## src/rtl/jcfp_pkg.sv

```systemverilog
// Shared types, constants and keyword tables of the JSON command frame parser.
package jcfp_pkg;

  // Default sizing and the reset value of the line limit register.
  localparam int LineCountBitsDef = 12;
  localparam int QueueDepthDef    = 2;
  localparam int MaxLineW         = 12;
  localparam int LineLenW         = 12;
  localparam logic [MaxLineW-1:0] MaxLineReset = 12'd511;

  // Keyword lengths.
  localparam logic [3:0] KwCommandLen = 4'd7;
  localparam logic [3:0] KwLineLen    = 4'd4;
  localparam logic [3:0] KwSendLen    = 4'd4;
  localparam logic [3:0] KwCapsLen    = 4'd12;

  // Character codes used by the classifier.
  localparam logic [7:0] ChSpace  = 8'h20;
  localparam logic [7:0] ChTab    = 8'h09;
  localparam logic [7:0] ChCr     = 8'h0D;
  localparam logic [7:0] ChLbrace = 8'h7B;
  localparam logic [7:0] ChRbrace = 8'h7D;
  localparam logic [7:0] ChQuote  = 8'h22;
  localparam logic [7:0] ChComma  = 8'h2C;
  localparam logic [7:0] ChColon  = 8'h3A;
  localparam logic [7:0] ChBslash = 8'h5C;
  localparam logic [7:0] ChSlash  = 8'h2F;

  typedef enum logic [1:0] {
    KIND_LINE  = 2'd0,
    KIND_PLAIN = 2'd1,
    KIND_CMD   = 2'd2,
    KIND_ERROR = 2'd3
  } kind_e;

  typedef enum logic {
    CMD_SEND = 1'b0,
    CMD_CAPS = 1'b1
  } cmd_e;

  typedef enum logic [3:0] {
    ERR_COMMA   = 4'd0,
    ERR_NAME    = 4'd1,
    ERR_COLON   = 4'd2,
    ERR_VALUE   = 4'd3,
    ERR_KEY     = 4'd4,
    ERR_TRAIL   = 4'd5,
    ERR_LENGTH  = 4'd6,
    ERR_COMMAND = 4'd7,
    ERR_CAPLINE = 4'd8,
    ERR_NONE    = 4'd15
  } err_e;

  typedef enum logic [9:0] {
    PH_START  = 10'b00_0000_0001,
    PH_OBJ    = 10'b00_0000_0010,
    PH_COMMA  = 10'b00_0000_0100,
    PH_KEY    = 10'b00_0000_1000,
    PH_COLON  = 10'b00_0001_0000,
    PH_PREVAL = 10'b00_0010_0000,
    PH_VAL    = 10'b00_0100_0000,
    PH_TAIL   = 10'b00_1000_0000,
    PH_PLAIN  = 10'b01_0000_0000,
    PH_ERROR  = 10'b10_0000_0000
  } phase_e;

  typedef enum logic [1:0] {
    TGT_NONE = 2'd0,
    TGT_CMD  = 2'd1,
    TGT_LINE = 2'd2
  } target_e;

  // One classified input word as it travels from the front to the back.
  typedef struct packed {
    logic       eot;
    logic       blank;
    logic       lbrace;
    logic       rbrace;
    logic       quote;
    logic       comma;
    logic       colon;
    logic       bslash;
    logic       ctrl;
    logic       esc_ok;
    logic [7:0] esc_byte;
    logic [7:0] raw;
  } item_t;

  // One result word.
  typedef struct packed {
    kind_e                kind;
    logic [7:0]           line_byte;
    cmd_e                 cmd;
    logic [3:0]           err_code;
    logic [LineLenW-1:0]  line_length;
  } result_t;

  // Keyword character tables; positions past the end return zero.
  function automatic logic [7:0] kw_command_char(input logic [3:0] idx);
    logic [7:0] c;
    case (idx)
      4'd0: c = "c";
      4'd1: c = "o";
      4'd2: c = "m";
      4'd3: c = "m";
      4'd4: c = "a";
      4'd5: c = "n";
      4'd6: c = "d";
      default: c = 8'h00;
    endcase
    return c;
  endfunction

  function automatic logic [7:0] kw_line_char(input logic [3:0] idx);
    logic [7:0] c;
    case (idx)
      4'd0: c = "l";
      4'd1: c = "i";
      4'd2: c = "n";
      4'd3: c = "e";
      default: c = 8'h00;
    endcase
    return c;
  endfunction

  function automatic logic [7:0] kw_send_char(input logic [3:0] idx);
    logic [7:0] c;
    case (idx)
      4'd0: c = "s";
      4'd1: c = "e";
      4'd2: c = "n";
      4'd3: c = "d";
      default: c = 8'h00;
    endcase
    return c;
  endfunction

  function automatic logic [7:0] kw_caps_char(input logic [3:0] idx);
    logic [7:0] c;
    case (idx)
      4'd0:  c = "c";
      4'd1:  c = "a";
      4'd2:  c = "p";
      4'd3:  c = "a";
      4'd4:  c = "b";
      4'd5:  c = "i";
      4'd6:  c = "l";
      4'd7:  c = "i";
      4'd8:  c = "t";
      4'd9:  c = "i";
      4'd10: c = "e";
      4'd11: c = "s";
      default: c = 8'h00;
    endcase
    return c;
  endfunction

endpackage

```

## src/rtl/jcfp_fifo.sv

```systemverilog
// Small register queue used between the parser stages and at the result side.
module jcfp_fifo #(
  parameter int Width = 8,
  parameter int Depth = 2
) (
  input  logic             clk_i,
  input  logic             rst_ni,
  input  logic             push_i,
  input  logic [Width-1:0] wdata_i,
  output logic             full_o,
  input  logic             pop_i,
  output logic [Width-1:0] rdata_o,
  output logic             empty_o
);

  localparam int PtrW = (Depth > 2) ? $clog2(Depth) : 1;
  localparam int CntW = $clog2(Depth + 1);
  localparam logic [PtrW-1:0] LastPtr = PtrW'(Depth - 1);
  localparam logic [CntW-1:0] FullCnt = CntW'(Depth);

  logic [Width-1:0] mem_q [Depth];
  logic [PtrW-1:0]  wptr_q, wptr_d, rptr_q, rptr_d;
  logic [CntW-1:0]  cnt_q, cnt_d;
  logic             do_push, do_pop;

  assign full_o  = (cnt_q == FullCnt);
  assign empty_o = (cnt_q == '0);
  assign do_push = push_i && !full_o;
  assign do_pop  = pop_i && !empty_o;
  assign rdata_o = mem_q[rptr_q];

  // Pointer and fill count update.
  always_comb begin
    wptr_d = wptr_q;
    rptr_d = rptr_q;
    cnt_d  = cnt_q;
    if (do_push) begin
      wptr_d = (wptr_q == LastPtr) ? '0 : wptr_q + 1'b1;
    end
    if (do_pop) begin
      rptr_d = (rptr_q == LastPtr) ? '0 : rptr_q + 1'b1;
    end
    if (do_push && !do_pop) begin
      cnt_d = cnt_q + 1'b1;
    end else if (do_pop && !do_push) begin
      cnt_d = cnt_q - 1'b1;
    end
  end

  always_ff @(posedge clk_i or negedge rst_ni) begin
    if (!rst_ni) begin
      wptr_q <= '0;
      rptr_q <= '0;
      cnt_q  <= '0;
    end else begin
      wptr_q <= wptr_d;
      rptr_q <= rptr_d;
      cnt_q  <= cnt_d;
    end
  end

  // Storage needs no reset; an entry is only read after it was written.
  always_ff @(posedge clk_i) begin
    if (do_push) begin
      mem_q[wptr_q] <= wdata_i;
    end
  end

endmodule

```

## src/rtl/jcfp_front.sv

```systemverilog
// Front stage: classifies each raw input word into token flags and escape decode.
module jcfp_front (
  input  logic             text_byte_i,
  input  logic [7:0]       raw_i,
  input  logic             eot_i,
  output jcfp_pkg::item_t  item_o
);

  logic [7:0] esc_byte;
  logic       esc_ok;

  // Escape decode for the byte after a backslash.
  always_comb begin
    esc_ok   = 1'b1;
    esc_byte = raw_i;
    case (raw_i)
      jcfp_pkg::ChQuote:  esc_byte = jcfp_pkg::ChQuote;
      jcfp_pkg::ChBslash: esc_byte = jcfp_pkg::ChBslash;
      jcfp_pkg::ChSlash:  esc_byte = jcfp_pkg::ChSlash;
      "b":                esc_byte = 8'h08;
      "f":                esc_byte = 8'h0C;
      "n":                esc_byte = 8'h0A;
      "r":                esc_byte = 8'h0D;
      "t":                esc_byte = 8'h09;
      default: begin
        esc_ok   = 1'b0;
        esc_byte = 8'h00;
      end
    endcase
  end

  // Token flags; a valid word qualifies nothing here, the queue does that.
  always_comb begin
    item_o.eot      = eot_i && text_byte_i;
    item_o.blank    = (raw_i == jcfp_pkg::ChSpace) ||
                      (raw_i >= jcfp_pkg::ChTab && raw_i <= jcfp_pkg::ChCr);
    item_o.lbrace   = (raw_i == jcfp_pkg::ChLbrace);
    item_o.rbrace   = (raw_i == jcfp_pkg::ChRbrace);
    item_o.quote    = (raw_i == jcfp_pkg::ChQuote);
    item_o.comma    = (raw_i == jcfp_pkg::ChComma);
    item_o.colon    = (raw_i == jcfp_pkg::ChColon);
    item_o.bslash   = (raw_i == jcfp_pkg::ChBslash);
    item_o.ctrl     = (raw_i < jcfp_pkg::ChSpace);
    item_o.esc_ok   = esc_ok;
    item_o.esc_byte = esc_byte;
    item_o.raw      = raw_i;
  end

endmodule

```

## src/rtl/jcfp_back.sv

```systemverilog
// Back stage: the object parser state machine, line counting and the final verdict.
module jcfp_back #(
  parameter int LineCountBits = jcfp_pkg::LineCountBitsDef
) (
  input  logic                            clk_i,
  input  logic                            rst_ni,
  input  logic [jcfp_pkg::MaxLineW-1:0]   max_line_i,
  input  logic                            in_valid_i,
  input  jcfp_pkg::item_t                 item_i,
  output logic                            in_pop_o,
  input  logic                            out_full_i,
  output logic                            out_push_o,
  output jcfp_pkg::result_t               result_o
);

  localparam int CmpW = (LineCountBits > jcfp_pkg::MaxLineW) ? LineCountBits
                                                             : jcfp_pkg::MaxLineW;

  jcfp_pkg::phase_e            phase_q, phase_d;
  jcfp_pkg::target_e           tgt_q, tgt_d;
  jcfp_pkg::err_e              err_q, err_d;
  logic                        first_q, first_d;
  logic                        esc_q, esc_d;
  logic [3:0]                  kmi_q, kmi_d;
  logic [1:0]                  kc_q, kc_d;
  logic                        seen_cmd_q, seen_cmd_d;
  logic                        seen_line_q, seen_line_d;
  logic [3:0]                  cmi_q, cmi_d;
  logic [1:0]                  cv_q, cv_d;
  logic [LineCountBits-1:0]    cnt_q, cnt_d;
  logic                        long_q, long_d;

  logic                        go;
  logic                        have, str_err, str_close, str_esc;
  logic [7:0]                  dec;
  logic [CmpW-1:0]             cnt_ext, max_ext;
  logic                        is_send, is_caps, k_cmd, k_line;

  assign in_pop_o = in_valid_i && !out_full_i;
  assign go       = in_pop_o;
  assign cnt_ext  = CmpW'(cnt_q);
  assign max_ext  = CmpW'(max_line_i);
  assign is_send  = seen_cmd_q && cv_q[0] && (cmi_q == jcfp_pkg::KwSendLen);
  assign is_caps  = seen_cmd_q && cv_q[1] && (cmi_q == jcfp_pkg::KwCapsLen);
  assign k_cmd    = kc_q[0] && (kmi_q == jcfp_pkg::KwCommandLen);
  assign k_line   = kc_q[1] && (kmi_q == jcfp_pkg::KwLineLen);

  // String body decode shared by key and value strings.
  always_comb begin
    have      = 1'b0;
    str_err   = 1'b0;
    str_close = 1'b0;
    str_esc   = 1'b0;
    dec       = item_i.raw;
    if (esc_q) begin
      if (item_i.esc_ok) begin
        have = 1'b1;
        dec  = item_i.esc_byte;
      end else begin
        str_err = 1'b1;
      end
    end else if (item_i.quote) begin
      str_close = 1'b1;
    end else if (item_i.ctrl) begin
      str_err = 1'b1;
    end else if (item_i.bslash) begin
      str_esc = 1'b1;
    end else begin
      have = 1'b1;
    end
  end

  // Parser next state and result formation.
  always_comb begin
    phase_d     = phase_q;
    tgt_d       = tgt_q;
    err_d       = err_q;
    first_d     = first_q;
    esc_d       = esc_q;
    kmi_d       = kmi_q;
    kc_d        = kc_q;
    seen_cmd_d  = seen_cmd_q;
    seen_line_d = seen_line_q;
    cmi_d       = cmi_q;
    cv_d        = cv_q;
    cnt_d       = cnt_q;
    long_d      = long_q;
    out_push_o  = 1'b0;
    result_o    = '0;

    if (go && item_i.eot) begin
      // Verdict, then back to the reset state.
      out_push_o    = 1'b1;
      result_o.kind = jcfp_pkg::KIND_ERROR;
      unique case (phase_q)
        jcfp_pkg::PH_START, jcfp_pkg::PH_PLAIN: result_o.kind = jcfp_pkg::KIND_PLAIN;
        jcfp_pkg::PH_ERROR:  result_o.err_code = err_q;
        jcfp_pkg::PH_OBJ:    result_o.err_code = first_q ? jcfp_pkg::ERR_NAME
                                                         : jcfp_pkg::ERR_COMMA;
        jcfp_pkg::PH_COMMA, jcfp_pkg::PH_KEY: result_o.err_code = jcfp_pkg::ERR_NAME;
        jcfp_pkg::PH_COLON:  result_o.err_code = jcfp_pkg::ERR_COLON;
        jcfp_pkg::PH_PREVAL, jcfp_pkg::PH_VAL: result_o.err_code = jcfp_pkg::ERR_VALUE;
        default: begin
          if (is_send) begin
            if (!seen_line_q || cnt_q == '0 || long_q || cnt_ext > max_ext) begin
              result_o.err_code = jcfp_pkg::ERR_LENGTH;
            end else begin
              result_o.kind        = jcfp_pkg::KIND_CMD;
              result_o.cmd         = jcfp_pkg::CMD_SEND;
              result_o.line_length = cnt_ext[jcfp_pkg::LineLenW-1:0];
            end
          end else if (!is_caps) begin
            result_o.err_code = jcfp_pkg::ERR_COMMAND;
          end else if (seen_line_q) begin
            result_o.err_code = jcfp_pkg::ERR_CAPLINE;
          end else begin
            result_o.kind = jcfp_pkg::KIND_CMD;
            result_o.cmd  = jcfp_pkg::CMD_CAPS;
          end
        end
      endcase
      phase_d     = jcfp_pkg::PH_START;
      tgt_d       = jcfp_pkg::TGT_NONE;
      err_d       = jcfp_pkg::ERR_NONE;
      first_d     = 1'b1;
      esc_d       = 1'b0;
      kmi_d       = '0;
      kc_d        = 2'b11;
      seen_cmd_d  = 1'b0;
      seen_line_d = 1'b0;
      cmi_d       = '0;
      cv_d        = 2'b11;
      cnt_d       = '0;
      long_d      = 1'b0;
    end else if (go) begin
      unique case (phase_q)
        jcfp_pkg::PH_START: begin
          if (!item_i.blank) begin
            phase_d = item_i.lbrace ? jcfp_pkg::PH_OBJ : jcfp_pkg::PH_PLAIN;
          end
        end
        jcfp_pkg::PH_OBJ: begin
          if (!item_i.blank) begin
            if (item_i.rbrace) begin
              phase_d = jcfp_pkg::PH_TAIL;
            end else if (first_q) begin
              if (item_i.quote) begin
                first_d = 1'b0;
                kmi_d   = '0;
                kc_d    = 2'b11;
                phase_d = jcfp_pkg::PH_KEY;
              end else begin
                err_d   = jcfp_pkg::ERR_NAME;
                phase_d = jcfp_pkg::PH_ERROR;
              end
            end else if (item_i.comma) begin
              phase_d = jcfp_pkg::PH_COMMA;
            end else begin
              err_d   = jcfp_pkg::ERR_COMMA;
              phase_d = jcfp_pkg::PH_ERROR;
            end
          end
        end
        jcfp_pkg::PH_COMMA: begin
          if (!item_i.blank) begin
            if (item_i.quote) begin
              kmi_d   = '0;
              kc_d    = 2'b11;
              phase_d = jcfp_pkg::PH_KEY;
            end else begin
              err_d   = jcfp_pkg::ERR_NAME;
              phase_d = jcfp_pkg::PH_ERROR;
            end
          end
        end
        jcfp_pkg::PH_KEY: begin
          esc_d = str_esc;
          if (str_err) begin
            err_d   = jcfp_pkg::ERR_NAME;
            phase_d = jcfp_pkg::PH_ERROR;
          end else if (str_close) begin
            phase_d = jcfp_pkg::PH_COLON;
          end else if (have) begin
            // Narrow the key candidates by one character.
            if (!(kmi_q < jcfp_pkg::KwCommandLen &&
                  dec == jcfp_pkg::kw_command_char(kmi_q))) begin
              kc_d[0] = 1'b0;
            end
            if (!(kmi_q < jcfp_pkg::KwLineLen &&
                  dec == jcfp_pkg::kw_line_char(kmi_q))) begin
              kc_d[1] = 1'b0;
            end
            if (kmi_q != 4'hF) begin
              kmi_d = kmi_q + 1'b1;
            end
          end
        end
        jcfp_pkg::PH_COLON: begin
          if (!item_i.blank) begin
            if (item_i.colon) begin
              phase_d = jcfp_pkg::PH_PREVAL;
            end else begin
              err_d   = jcfp_pkg::ERR_COLON;
              phase_d = jcfp_pkg::PH_ERROR;
            end
          end
        end
        jcfp_pkg::PH_PREVAL: begin
          if (!item_i.blank) begin
            if (item_i.quote) begin
              if (k_cmd && !seen_cmd_q) begin
                tgt_d = jcfp_pkg::TGT_CMD;
              end else if (k_line && !seen_line_q) begin
                tgt_d = jcfp_pkg::TGT_LINE;
              end else begin
                tgt_d = jcfp_pkg::TGT_NONE;
              end
              phase_d = jcfp_pkg::PH_VAL;
            end else begin
              err_d   = jcfp_pkg::ERR_VALUE;
              phase_d = jcfp_pkg::PH_ERROR;
            end
          end
        end
        jcfp_pkg::PH_VAL: begin
          esc_d = str_esc;
          if (str_err) begin
            err_d   = jcfp_pkg::ERR_VALUE;
            phase_d = jcfp_pkg::PH_ERROR;
          end else if (str_close) begin
            // An unknown or repeated key is reported once its value closes.
            if (tgt_q == jcfp_pkg::TGT_CMD) begin
              seen_cmd_d = 1'b1;
            end
            if (tgt_q == jcfp_pkg::TGT_LINE) begin
              seen_line_d = 1'b1;
            end
            if (tgt_q == jcfp_pkg::TGT_NONE) begin
              err_d   = jcfp_pkg::ERR_KEY;
              phase_d = jcfp_pkg::PH_ERROR;
            end else begin
              phase_d = jcfp_pkg::PH_OBJ;
            end
            tgt_d = jcfp_pkg::TGT_NONE;
          end else if (have) begin
            if (tgt_q == jcfp_pkg::TGT_CMD) begin
              if (!(cmi_q < jcfp_pkg::KwSendLen &&
                    dec == jcfp_pkg::kw_send_char(cmi_q))) begin
                cv_d[0] = 1'b0;
              end
              if (!(cmi_q < jcfp_pkg::KwCapsLen &&
                    dec == jcfp_pkg::kw_caps_char(cmi_q))) begin
                cv_d[1] = 1'b0;
              end
              if (cmi_q != 4'hF) begin
                cmi_d = cmi_q + 1'b1;
              end
            end else if (tgt_q == jcfp_pkg::TGT_LINE) begin
              // Count the line byte, saturating, and pass it on.
              if (cnt_ext >= max_ext || (&cnt_q)) begin
                long_d = 1'b1;
              end else begin
                cnt_d = cnt_q + 1'b1;
              end
              out_push_o         = 1'b1;
              result_o.kind      = jcfp_pkg::KIND_LINE;
              result_o.line_byte = dec;
            end
          end
        end
        jcfp_pkg::PH_TAIL: begin
          if (!item_i.blank) begin
            err_d   = jcfp_pkg::ERR_TRAIL;
            phase_d = jcfp_pkg::PH_ERROR;
          end
        end
        default: begin
          // Plain text and latched errors ignore bytes until the end word.
        end
      endcase
    end
  end

  always_ff @(posedge clk_i or negedge rst_ni) begin
    if (!rst_ni) begin
      phase_q     <= jcfp_pkg::PH_START;
      tgt_q       <= jcfp_pkg::TGT_NONE;
      err_q       <= jcfp_pkg::ERR_NONE;
      first_q     <= 1'b1;
      esc_q       <= 1'b0;
      kmi_q       <= '0;
      kc_q        <= 2'b11;
      seen_cmd_q  <= 1'b0;
      seen_line_q <= 1'b0;
      cmi_q       <= '0;
      cv_q        <= 2'b11;
      cnt_q       <= '0;
      long_q      <= 1'b0;
    end else begin
      phase_q     <= phase_d;
      tgt_q       <= tgt_d;
      err_q       <= err_d;
      first_q     <= first_d;
      esc_q       <= esc_d;
      kmi_q       <= kmi_d;
      kc_q        <= kc_d;
      seen_cmd_q  <= seen_cmd_d;
      seen_line_q <= seen_line_d;
      cmi_q       <= cmi_d;
      cv_q        <= cv_d;
      cnt_q       <= cnt_d;
      long_q      <= long_d;
    end
  end

endmodule

```

## src/rtl/json_command_frame_parser.sv

```systemverilog
// Top level of the JSON command frame parser: front classifier, queues, back parser.
//
// The block takes one message byte (or an end marker) per clock and sustains one word
// per cycle in both directions while full is low and the result side pops. An
// input word is registered in the front queue and parsed as it leaves it; the parser
// writes its result word, if it has one, into the result queue, from which it can be
// popped. Each decoded byte of the first "line" value comes out as a line word as it
// is parsed; the end word gives the verdict (plain text, accepted command, or the
// first error) and the parser returns to its reset state. The result queue holds
// QueueDepth words, so the input side keeps accepting while a result waits to be
// popped; once the result queue is full the parser stops, and full rises when the
// front queue also holds QueueDepth words. Nothing needs a clearing pass after reset.
// Write max_line_length only while no message is in flight.
module json_command_frame_parser #(
  parameter int LineCountBits = jcfp_pkg::LineCountBitsDef,
  parameter int QueueDepth    = jcfp_pkg::QueueDepthDef
) (
  input  logic                          clk_i,
  input  logic                          rst_ni,
  input  logic                          push,
  output logic                          full,
  input  logic [7:0]                    text_byte_i,
  input  logic                          end_of_text_i,
  output logic                          empty,
  input  logic                          pop,
  output logic [1:0]                    result_kind_o,
  output logic [7:0]                    line_byte_o,
  output logic                          command_kind_o,
  output logic [3:0]                    error_code_o,
  output logic [jcfp_pkg::LineLenW-1:0] line_length_o,
  input  logic                          max_line_length_we_i,
  input  logic [jcfp_pkg::MaxLineW-1:0] max_line_length_i
);

  localparam int ItemW = $bits(jcfp_pkg::item_t);
  localparam int ResW  = $bits(jcfp_pkg::result_t);

  logic [jcfp_pkg::MaxLineW-1:0] max_line_q;
  jcfp_pkg::item_t               in_item, mid_item;
  jcfp_pkg::result_t             back_res, out_res;
  logic                          mid_empty, mid_pop;
  logic                          out_full, out_push;

  // Line limit register.
  always_ff @(posedge clk_i or negedge rst_ni) begin
    if (!rst_ni) begin
      max_line_q <= jcfp_pkg::MaxLineReset;
    end else if (max_line_length_we_i) begin
      max_line_q <= max_line_length_i;
    end
  end

  // Front classifier.
  jcfp_front u_front (
    .text_byte_i (1'b1),
    .raw_i       (text_byte_i),
    .eot_i       (end_of_text_i),
    .item_o      (in_item)
  );

  // Queue between the classifier and the parser.
  jcfp_fifo #(
    .Width (ItemW),
    .Depth (QueueDepth)
  ) u_mid_q (
    .clk_i   (clk_i),
    .rst_ni  (rst_ni),
    .push_i  (push),
    .wdata_i (in_item),
    .full_o  (full),
    .pop_i   (mid_pop),
    .rdata_o (mid_item),
    .empty_o (mid_empty)
  );

  // Parser.
  jcfp_back #(
    .LineCountBits (LineCountBits)
  ) u_back (
    .clk_i      (clk_i),
    .rst_ni     (rst_ni),
    .max_line_i (max_line_q),
    .in_valid_i (!mid_empty),
    .item_i     (mid_item),
    .in_pop_o   (mid_pop),
    .out_full_i (out_full),
    .out_push_o (out_push),
    .result_o   (back_res)
  );

  // Result queue.
  jcfp_fifo #(
    .Width (ResW),
    .Depth (QueueDepth)
  ) u_out_q (
    .clk_i   (clk_i),
    .rst_ni  (rst_ni),
    .push_i  (out_push),
    .wdata_i (back_res),
    .full_o  (out_full),
    .pop_i   (pop),
    .rdata_o (out_res),
    .empty_o (empty)
  );

  assign result_kind_o  = out_res.kind;
  assign line_byte_o    = out_res.line_byte;
  assign command_kind_o = out_res.cmd;
  assign error_code_o   = out_res.err_code;
  assign line_length_o  = out_res.line_length;

  // The parser only consumes a word when the result queue has room.
  a_pop_needs_room: assert property (@(posedge clk_i) disable iff (!rst_ni)
    mid_pop |-> !out_full) else $error("parser consumed a word with the result queue full");

  // Every end word consumed produces a verdict word.
  a_eot_verdict: assert property (@(posedge clk_i) disable iff (!rst_ni)
    (mid_pop && mid_item.eot) |-> (out_push &&
      back_res.kind != jcfp_pkg::KIND_LINE)) else $error("end word without verdict");

  // An error verdict always carries a defined error code.
  a_err_code: assert property (@(posedge clk_i) disable iff (!rst_ni)
    (!empty && result_kind_o == jcfp_pkg::KIND_ERROR) |->
      (error_code_o <= jcfp_pkg::ERR_CAPLINE)) else $error("undefined error code");

  // A capabilities command never reports a line length.
  a_caps_len: assert property (@(posedge clk_i) disable iff (!rst_ni)
    (!empty && result_kind_o == jcfp_pkg::KIND_CMD && command_kind_o) |->
      (line_length_o == '0)) else $error("capabilities command with a line length");

endmodule

```

## config.mk

```make
export PLATFORM = sky130hd
export DESIGN_NAME = json_command_frame_parser
export DESIGN_NICKNAME = d
export VERILOG_FILES = /design/src/rtl/jcfp_pkg.sv /design/src/rtl/jcfp_fifo.sv /design/src/rtl/jcfp_front.sv /design/src/rtl/jcfp_back.sv /design/src/rtl/json_command_frame_parser.sv
export SDC_FILE = /design/constraint.sdc
export NUM_CORES = 1
export LEC_CHECK = 0
export CORE_AREA = 5 5 208 210
export DETAILED_ROUTE_END_ITERATION = 8
export DIE_AREA = 0 0 213 215
export DONT_BUFFER_PORTS = 1
export HOLD_SLACK_MARGIN = 0.15
export PLACE_DENSITY = 0.37
export SETUP_SLACK_MARGIN = 0.1
export SLEW_MARGIN = 10
export SYNTH_ARGS = -nofsm -noshare
export SYNTH_HDL_FRONTEND = slang
export SYNTH_HIERARCHICAL = 1
export SYNTH_SLANG_ARGS = --single-unit
```

## constraint.sdc

```tcl
create_clock -name clk_i -period 3.9 [get_ports clk_i]
set_input_delay 0.78 -clock clk_i [delete_from_list [all_inputs] [get_ports clk_i]]
set_output_delay 0.78 -clock clk_i [all_outputs]
set_load 0.02 [all_outputs]
```

==> metrics.md, run 1 <==
| Metric | Value |
|---|---|
| TritonCTS clock tree | `built` |
| IO Pins | `55` |
| Clock latency on the worst-skew pair | `0.44 ns` |
| CTS Root Cell | `clkbuf_16` |
| CP startpoint | `u_back/phase_q[3]$_DFFE_PN0P_` |
| PwrDens | `688 nW/um2` |
| Crit path time final | `3.10 ns` |
| Antenna Violating Nets Remaining | `0` |
| Die area | `45800 um2` |
| Placed cell count | `1360` |
| Vias in the first global route | `6547` |
| # setup viols final | `0` |
| Number of distinct library cells after synthesis | `85` |
| Fraction of power spent switching nets | `0.384` |
| # diodes | `0` |
| Most frequent cells after synthesis | `edfxtp_1 (106), nor2_1 (60), mux2_4 (48)` |
| Layout cell share with drive strength beyond 1 | `0.199` |
| Post-synth top area cell | `edfxtp_1` |
| Crit-path max FO | `10` |
| Max clock buf depth | `2` |
| Total grt overflow | `0` |
| Hold Vio Cnt, Final | `0` |
| # DRC | `0` |
| Via Count | `6487` |
| CP Class | `register to register` |
| Synth Flop Type | `edfxtp_1` |
| P_sw | `2870 uW` |
| Row count | `75` |
| Sequential fraction of the synthesis area | `0.494` |
| Area grow syn2layout | `11.2%` |
| TritonCTS buffer count | `17` |
| Pins Over Slew Limit | `0` |
| Critical Path End Type | `register` |
| FFs w/ async S/R, synth | `0.380` |
| Synthesized area per cell | `11.4 um2` |
| Gr usage total | `0.112` |
| EDFF count, synth | `106` |
| Drt total wl | `25.2 mm` |
| Clock Sinks | `171` |
| First drt pass iteration count | `9` |
| Non-Filler Instances | `1394` |
| Util after Layout | `0.263` |
| Initial Util | `0.236` |
| Int Pwr | `4610 uW` |
| Max-cap viol count | `0` |
| Worst Tran Pin Value | `0.942 ns` |
| Maximum vdd drop | `0.311 mV` |
| RSZ-0062 raised after global routing | `no` |
| Setup_tns | `0 ns` |
| Fill cell count | `4323` |
| Die height | `215 um` |
| Mapped Area | `9780 um2` |
| Final Worst Setup Slack | `0.804 ns` |
| Part of the power in registers | `0.370` |
| Pwr Total | `7480 uW` |
| Skew final | `0.00905 ns` |
| IO Port Bufs | `0` |
| Clock power share | `0.229` |
| Die Width | `213 um` |
| Critical path required time | `4.23 ns` |
| Antenna violations before repair | `0` |
| Top-area cell type share of the netlist area | `0.325` |
| Mapped Nets | `908` |
| Syn. warnings | `6` |
| Drt via density | `4.65` |
| Flops & latches, synth | `171` |
| Slew Limit Headroom | `0.364` |
| Status | `finished clean` |
| Wire per inst | `18.1 um` |
| Cell count after synthesis | `856` |
| Period utilisation layout | `0.794` |
| First-pass GRT wire length | `39.3 mm` |
| DP Worst Slack | `0.857 ns` |
| Htree depth | `4` |
| Iter 0 DRT Violations | `481` |
| Final net count | `894` |
| WP data arrival | `3.43 ns` |
| Most common cell in the netlist | `edfxtp_1` |
| Post-CTS sizing | `0` |
| Combinational Power Share | `0.401` |
| Lkg Pwr | `0.00414 uW` |
| RR Startpoint | `u_back/phase_q[3]$_DFFE_PN0P_` |
| Hpwl dp | `18.0 mm` |
| F_max | `323 MHz` |
| Area of the core | `41400 um2` |
| CTS clk-pin slew, worst paths | `0.07 ns` |
| Startpoint types | `register` |
| Routability congestion estimate from global placement | `0.813` |
| Largest net degree at the start of global routing | `56` |
| Min-delay worst type | `primary input to asynchronous set/reset pin` |
| Synth area leaders | `edfxtp_1 (33%), dfrtp_1 (12%), mux2_4 (7.4%)` |
[worst max-delay path: stages (launching register included)]
cell     delay [ns]
dfrtp_1        0.48
nor4_2         0.60
nand4_1        0.40
o41ai_1        0.47
or2_2          0.17
a311o_1        0.46
mux2_2         0.40
[power groups by stage]
| stage | clock network (uW) | logic, uW | registers [uW] |
|---|---|---|---|
| after CTS | 1790 | 3040 | 2780 |
| after global routing | 1870 | 3280 | 2830 |
| after floorplan | 0 | 2530 | 2590 |
| after global placement | 0 | 3050 | 2810 |
| after detailed placement | 0 | 3000 | 2810 |
| final | 1710 | 3000 | 2770 |
[cell type report]
cell class | instances | area (um2) | share of cell area
flip-flops and latches | 171 | 4830 | 0.445
multi-input cells | 588 | 4440 | 0.408
well taps | 539 | 674 | 0.0620
clock buffers | 21 | 450 | 0.0414
repair buffers | 21 | 180 | 0.0166
inverters | 43 | 161 | 0.0148
clock inverters | 11 | 135 | 0.0124
[sequential cells by signal, summed over array words and instances (netlist names), 2 cells and up]
| register | cells |
|---|---|
| u_out_q/cnt_q | 2 |
| u_mid_q/cnt_q | 2 |
| u_back/cv_q | 2 |
| u_back/kc_q | 2 |
| u_back/kmi_q | 4 |
| u_back/cnt_ext | 12 |
| u_mid_q/mem_q | 52 |
| u_back/tgt_q | 2 |
| u_back/phase_q | 10 |
| u_back/cmi_q | 4 |
| max_line_q | 12 |
| u_out_q/mem_q | 54 |
| u_back/err_q | 4 |
[worst paths after layout]
path	end	slack [ns]	cells past startpoint
setup / recovery	u_back/phase_q[5]$_DFFE_PN0P_	0.80	6
hold / removal	max_line_q[10]$_DFFE_PN0P_	0.19	1
setup reg to reg	u_back/phase_q[5]$_DFFE_PN0P_	0.80	6
hold reg to reg	u_back/long_q$_DFFE_PN0P_	0.50	2
max in group asynchronous	u_back/cv_q[1]$_DFFE_PN1P_	2.54	1
min in group clk_i	u_mid_q/mem_q[1][3]$_DFFE_PP_	0.43	0
[stage by stage]
stage / area [um2] / hold WS, ns
floorplan: 9780 / 0.456
CTS: 10900 / 0.173
global route: 10900 / 0.193
global placement: 10300 / 0.475
detailed placement: 10300 / 0.486
finish: 10900 / 0.194
[timing repair]
| action | in CTS | in global routing |
|---|---|---|
| endpoints found under the hold margin | 55 | 0 |
| hold buffers | 2 | 0 |
| setup buffers | 0 | 0 |
[cells by family (layout without fill, tap and decap cells)]
group,after synthesis,in the layout,synth area share
multiplexers,94,94,0.125
other,2,2,0.000768
buffers and inverters,97,96,0.0535
flip-flops,171,171,0.494
adder cells (fa/ha/maj),26,26,0.0333
AND/OR/NAND/NOR,282,282,0.158
AO/OA/AOI/OAI,150,150,0.105
XOR/XNOR,34,34,0.0304
[routing by layer]
metal / GRT usage / up-vias / wire [um]
met4: 0.0365 / 0 / 352
met5: 0 / - / 0
li1: - / 3139 / -
met2: 0.173 / 151 / 11600
met1: 0.154 / 3178 / 12200
met3: 0.0255 / 19 / 1100
[layout by cell type (no fill, tap or decap), drive strengths merged, types with 7 or more instances in the layout]
cell type	count
nand4	19
or4	7
nand2	47
nand3	20
mux2i	19
buf	20
clkbuf	21
dfstp	19
or3	11
nand2b	8
and4	7
mux2	75
and3	11
dfrtp	46
and2	12
a211oi	8
a21oi	38
nor3	28
nor2	60
xnor2	19
xor2	15
o21ai	35
edfxtp	106
nor2b	14
ha	26
inv	46
o31ai	9
nor4	13
(Power assumes the default switching activity.)
==> inputs of run 2 (changes only) <==
==> constraint.sdc (replaced) <==
create_clock -name clk_i -period 3.25 [get_ports clk_i]
set_input_delay 0.65 -clock clk_i [delete_from_list [all_inputs] [get_ports clk_i]]
set_output_delay 0.65 -clock clk_i [all_outputs]
set_load 0.02 [all_outputs]
==> run 2 against run 1 <==
Against the previous run:
- critical path type unchanged
- critical path depth increased by 2
- via count decreased by 0.65%
- global-route usage increased by 0.15 points
- wire length increased by 0.28%
- non-clock buffer count increased by 15
- combinational power increased by 25%
- worst setup slack got worse by 0.44 ns
- hold slack improved by 0.10 ns
- cell count increased by 1.1%
- first-iteration DRC count decreased by 22%
- clock-buffer cell count decreased by 2
- clock skew increased by 0.0024 ns
==> metrics.md, run 2 (synthesis results as in run 1) <==
| Metric | Value |
|---|---|
| Met2 Use GR | `0.176` |
| Clock power share | `0.224` |
| First-pass GRT wire length | `40.3 mm` |
| Antenna Violating Nets Remaining | `0` |
| Commonest cells after routing, fill and taps aside | `edfxtp_1 (106), nor2_1 (57), mux2_4 (48)` |
| Critical path required time | `3.62 ns` |
| Combinational Power Share | `0.414` |
| Drt total wl | `25.3 mm` |
| Placed cell count | `1375` |
| Worst Tran Pin Value | `0.683 ns` |
| P_sw | `3490 uW` |
| Clock Sinks | `171` |
| Post CTS Setup Buffer Count | `0` |
| Htree depth | `4` |
| TritonCTS clock tree | `built` |
| # diodes | `0` |
| Post-route cell area | `11000 um2` |
| Regs by FF count | `u_out_q/mem_q (54), u_mid_q/mem_q (52)` |
| Row count | `75` |
| Final net count | `909` |
| Largest net degree at the start of global routing | `66` |
| Crit path time final | `2.89 ns` |
| Fill cell count | `4324` |
| Gr usage total | `0.113` |
| IO Port Bufs | `0` |
| Critical Path End Type | `register` |
| IO Pins | `55` |
| Maximum vdd drop | `0.469 mV` |
| CTS Root Cell | `clkbuf_16` |
| Hold Vio Cnt, Final | `0` |
| Int Pwr | `5560 uW` |
| Most common cell after layout, fill and taps aside | `edfxtp_1` |
| Grt peak-use layer | `met2` |
| Max clock buf depth | `2` |
| Period utilisation layout | `0.888` |
| Via Count | `6445` |
| First drt pass iteration count | `5` |
| Placed inst area | `10400 um2` |
| Routability congestion estimate from global placement | `0.838` |
| CP Class | `register to register` |
| Total grt overflow | `0` |
| Die area | `45800 um2` |
| Max-cap viol count | `0` |
| Min-delay worst type | `primary input to register` |
| # DRC | `0` |
| Pins Over Slew Limit | `0` |
| GR Layer Usage met1 | `0.156` |
| RSZ-0062 raised after global routing | `no` |
| Slew Limit Headroom | `0.541` |
| Startpoint types | `register` |
| Die height | `215 um` |
| Wire per inst | `18.0 um` |
| Vias in the first global route | `6634` |
| # setup viols final | `0` |
| Reg2Reg Depth | `8` |
| Iter 0 DRT Violations | `376` |
| Pwr Total | `9050 uW` |
| Clock latency on the worst-skew pair | `0.44 ns` |
| F_max | `347 MHz` |
| Status | `finished clean` |
| Part of the power in registers | `0.362` |
| Area of the core | `41400 um2` |
| Largest Register | `u_out_q/mem_q` |
| WP data arrival | `3.26 ns` |
| Register area | `4840 um2` |
| Max reg flops | `54` |
| Setup_tns | `0 ns` |
| Fraction of power spent switching nets | `0.386` |
| WHS Path Cells | `0` |
| Die Width | `213 um` |
| Met3 usage | `0.0274` |
| Antenna violations before repair | `0` |
| Lkg Pwr | `0.00421 uW` |
| PwrDens | `825 nW/um2` |
| Drt via density | `4.57` |
| Fin Hold WS | `0.295 ns` |
| Layout cell share with drive strength beyond 1 | `0.216` |
| Non-Filler Instances | `1409` |
| Crit-path max FO | `9` |
| Skew final | `0.0114 ns` |
| Multi-input gate area | `4430 um2` |
| CTS clk-pin slew, worst paths | `0.07 ns` |
| Area grow syn2layout | `12.2%` |
| TritonCTS buffer count | `17` |
| Hpwl dp | `18.6 mm` |
| Reg2reg setup slack | `0.36 ns` |
| Initial Util | `0.236` |
run 2: cell types whose count changed in the layout (fill, tap and decap cells not counted), sizes merged:
cell,before,now
bufinv,2,1
clkbuf,21,19
inv,46,49
buf,20,35
run 2: through the flow:
stage,setup slack (ns),util
4_1_cts,0.241,0.265
5_1_grt,0.204,0.265
3_5_place_dp,0.245,0.250
6_report,0.365,0.265
2_1_floorplan,0.318,-
3_3_place_gp,0.343,0.250
run 2: path summary, 6_finish.rpt:
path / from / endpoint
max in group asynchronous: rst_ni / u_back/cv_q[0]$_DFFE_PN1P_
setup reg to reg: u_mid_q/rptr_q$_DFFE_PN0P_ / u_back/err_q[1]$_DFFE_PN1P_
min in group asynchronous: rst_ni / u_back/cnt_ext[5]$_DFFE_PN0P_
setup / recovery: u_mid_q/rptr_q$_DFFE_PN0P_ / u_back/err_q[1]$_DFFE_PN1P_
hold / removal: text_byte_i[4] / u_mid_q/mem_q[0][4]$_DFFE_PP_
hold reg to reg: u_back/cv_q[1]$_DFFE_PN1P_ / u_back/cv_q[1]$_DFFE_PN1P_
run 2: cell type report:
type | instances | share of cell area
well taps | 539 | 0.0615
multi-input cells | 588 | 0.404
inverters | 43 | 0.0147
clock inverters | 13 | 0.0121
flip-flops and latches | 171 | 0.441
repair buffers | 36 | 0.0267
clock buffers | 19 | 0.0404
run 2: what timing repair did:
item,CTS,global route
setup endpoints to repair,0,1
hold buffers,2,0
hold endpoints to repair,65,0
resized for setup,0,1
run 2: power by group through the flow:
stage | registers [uW] | logic [uW] | clock network [uW]
floorplan | 3110 | 3040 | 0
global placement | 3330 | 3800 | 0
detailed placement | 3330 | 3770 | 0
CTS | 3290 | 3810 | 2120
global route | 3350 | 4120 | 2190
finish | 3280 | 3750 | 2020
run 2: critical path, cell delays in order, from the launching register on:
cell      delay (ns)
dfrtp_2         0.50
buf_4           0.20
mux2_4          0.31
nor2b_1         0.14
o311ai_0        0.32
o22ai_1         0.15
or4_1           0.61
a211o_1         0.35
a22o_1          0.24
run 2: layer usage:
metal	wire [um]	part of all wire
met2	11700	0.46
met1	12300	0.49
met5	0	0
met4	374	0.015
met3	955	0.038
==> inputs of run 3 (changes only) <==
--- a/config.mk
+++ b/config.mk
@@ -6,6 +6,7 @@
 export NUM_CORES = 1
 export LEC_CHECK = 0
 export CORE_AREA = 5 5 208 210
+export CTS_BUF_LIST = sky130_fd_sc_hd__clkbuf_8 sky130_fd_sc_hd__clkbuf_16
 export DETAILED_ROUTE_END_ITERATION = 8
 export DIE_AREA = 0 0 213 215
 export DONT_BUFFER_PORTS = 1
==> run 3 against run 2 <==
Against the previous run:
- critical path depth unchanged
- power hardly changed
- non-clock buffer count is the same
- combinational power barely moved
- clock power about the same
- worst setup slack lost 0.0079 ns
- sequential share of layout area unchanged
- critical endpoint unchanged
- largest power group unchanged
==> metrics.md, run 3 (synthesis results as in run 1) <==
| Metric | Value |
|---|---|
| Status | `finished clean` |
| Worst Tran Pin Value | `0.658 ns` |
| Antenna violations before repair | `0` |
| Skew final | `0.0114 ns` |
| Htree depth | `4` |
| Critical path required time | `3.63 ns` |
| Antenna Violating Nets Remaining | `0` |
| Hpwl dp | `18.6 mm` |
| Iter 0 DRT Violations | `389` |
| GR Layer Usage met1 | `0.156` |
| CTS clk-pin slew, worst paths | `0.07 ns` |
| TritonCTS clock tree | `built` |
| Slew Limit Headroom | `0.558` |
| Post CTS Setup Buffer Count | `0` |
| Drt total wl | `25.3 mm` |
| Startpoint types | `register` |
| Pwr Total | `9050 uW` |
| Wire per inst | `18.0 um` |
| Largest Register | `u_out_q/mem_q` |
| CP startpoint | `u_mid_q/rptr_q$_DFFE_PN0P_` |
| Routability congestion estimate from global placement | `0.838` |
| Crit-path max FO | `9` |
| # setup viols final | `0` |
| IO Pins | `55` |
| # DRC | `0` |
| Util after Layout | `0.265` |
| PwrDens | `824 nW/um2` |
| F_max | `346 MHz` |
| Met3 usage | `0.0274` |
| CP Class | `register to register` |
| Area of the core | `41400 um2` |
| Via Count | `6439` |
| Gr usage total | `0.113` |
| Total grt overflow | `0` |
| Max reg flops | `54` |
| RSZ-0062 raised after global routing | `no` |
| RR Startpoint | `u_mid_q/rptr_q$_DFFE_PN0P_` |
| DP Worst Slack | `0.245 ns` |
| IO Port Bufs | `0` |
| Final Worst Setup Slack | `0.357 ns` |
| Hold Vio Cnt, Final | `0` |
| Final net count | `909` |
| Row count | `75` |
| Die height | `215 um` |
| Min-delay worst type | `primary input to register` |
| Max clock buf depth | `2` |
| Largest net degree at the start of global routing | `66` |
| Drt via density | `4.57` |
| Crit path time final | `2.89 ns` |
| Layout cell share with drive strength beyond 1 | `0.216` |
| Area grow syn2layout | `12.2%` |
| Die area | `45800 um2` |
| Non-Filler Instances | `1409` |
| Initial Util | `0.236` |
| TritonCTS buffer count | `17` |
| Lkg Pwr | `0.00422 uW` |
| Placed cell count | `1375` |
| Grt peak-use layer | `met2` |
| Setup_tns | `0 ns` |
| Hold Startpoint | `text_byte_i[4]` |
| First-pass GRT wire length | `40.3 mm` |
| Period utilisation layout | `0.890` |
| WP data arrival | `3.27 ns` |
| Vias in the first global route | `6635` |
| CTS Root Cell | `clkbuf_16` |
| # diodes | `0` |
| Max-cap viol count | `0` |
| Critical Path End Type | `register` |
| Regs by FF count | `u_out_q/mem_q (54), u_mid_q/mem_q (52)` |
| First drt pass iteration count | `4` |
| Commonest cells after routing, fill and taps aside | `edfxtp_1 (106), nor2_1 (57), mux2_4 (48)` |
| Clock latency on the worst-skew pair | `0.44 ns` |
| Pins Over Slew Limit | `0` |
| Met2 Use GR | `0.176` |
| Most common cell after layout, fill and taps aside | `edfxtp_1` |
| Clock Sinks | `171` |
| Maximum vdd drop | `0.469 mV` |
| Die Width | `213 um` |
run 3: cell types whose count changed in the layout (fill, tap and decap cells not counted):
cell | before | now
inv_1 | 42 | 43
clkbuf_1 | 1 | 0
run 3: final cells by class:
cell class / instances / area [um2]
Inverter: 43 / 161
Clock buffer: 18 / 439
Multi-Input combinational cell: 588 / 4430
Timing Repair Buffer: 36 / 293
Sequential cell: 171 / 4840
Clock inverter: 14 / 136
Fill cell: 4324 / 30400
Tap cell: 539 / 674
run 3: worst max-delay path, cell delays in order, from the launching register on:
cell,delay (ns)
dfrtp_2,0.51
buf_4,0.20
mux2_4,0.31
nor2b_1,0.14
o311ai_0,0.32
o22ai_1,0.16
or4_1,0.61
a211o_1,0.35
a22o_1,0.24
run 3: power breakdown:
group / switching [uW] / total, uW / internal, uW
Clock: 930 / 2020 / 1090
Sequential: 352 / 3280 / 2920
Combinational: 2210 / 3750 / 1540
Total: 3490 / 9050 / 5550
run 3: path summary, 6_finish.rpt:
check / end / slack, ns / cells past startpoint
max in group asynchronous: u_back/cv_q[0]$_DFFE_PN1P_ / 2.13 / 2
worst max register to register: u_back/err_q[1]$_DFFE_PN1P_ / 0.36 / 8
min in group asynchronous: u_back/cnt_ext[5]$_DFFE_PN0P_ / 0.74 / 2
worst max-delay path: u_back/err_q[1]$_DFFE_PN1P_ / 0.36 / 8
worst min register to register: u_back/cv_q[1]$_DFFE_PN1P_ / 0.50 / 2
worst min-delay path: u_mid_q/mem_q[0][4]$_DFFE_PP_ / 0.30 / 0
run 3: metal layers:
metal	vias to the layer above	part of all wire
li1	3165	-
met3	27	0.036
met4	0	0.015
met1	3147	0.49
met2	100	0.46
met5	-	0
run 3: timing repair:
| item | 4_1_cts | 5_1_grt |
|---|---|---|
| setup endpoints to repair | 0 | 1 |
| gates resized for setup | 0 | 1 |
| hold endpoints to repair | 65 | 0 |
| hold buffers | 2 | 0 |
run 3: stage by stage:
| step | instance area, um2 | hold slack, ns |
|---|---|---|
| finish | 11000 | 0.295 |
| global route | 11000 | 0.259 |
| CTS | 11000 | 0.259 |
| detailed placement | 10400 | 0.357 |
| global placement | 10400 | 0.357 |
| floorplan | 9780 | 0.354 |
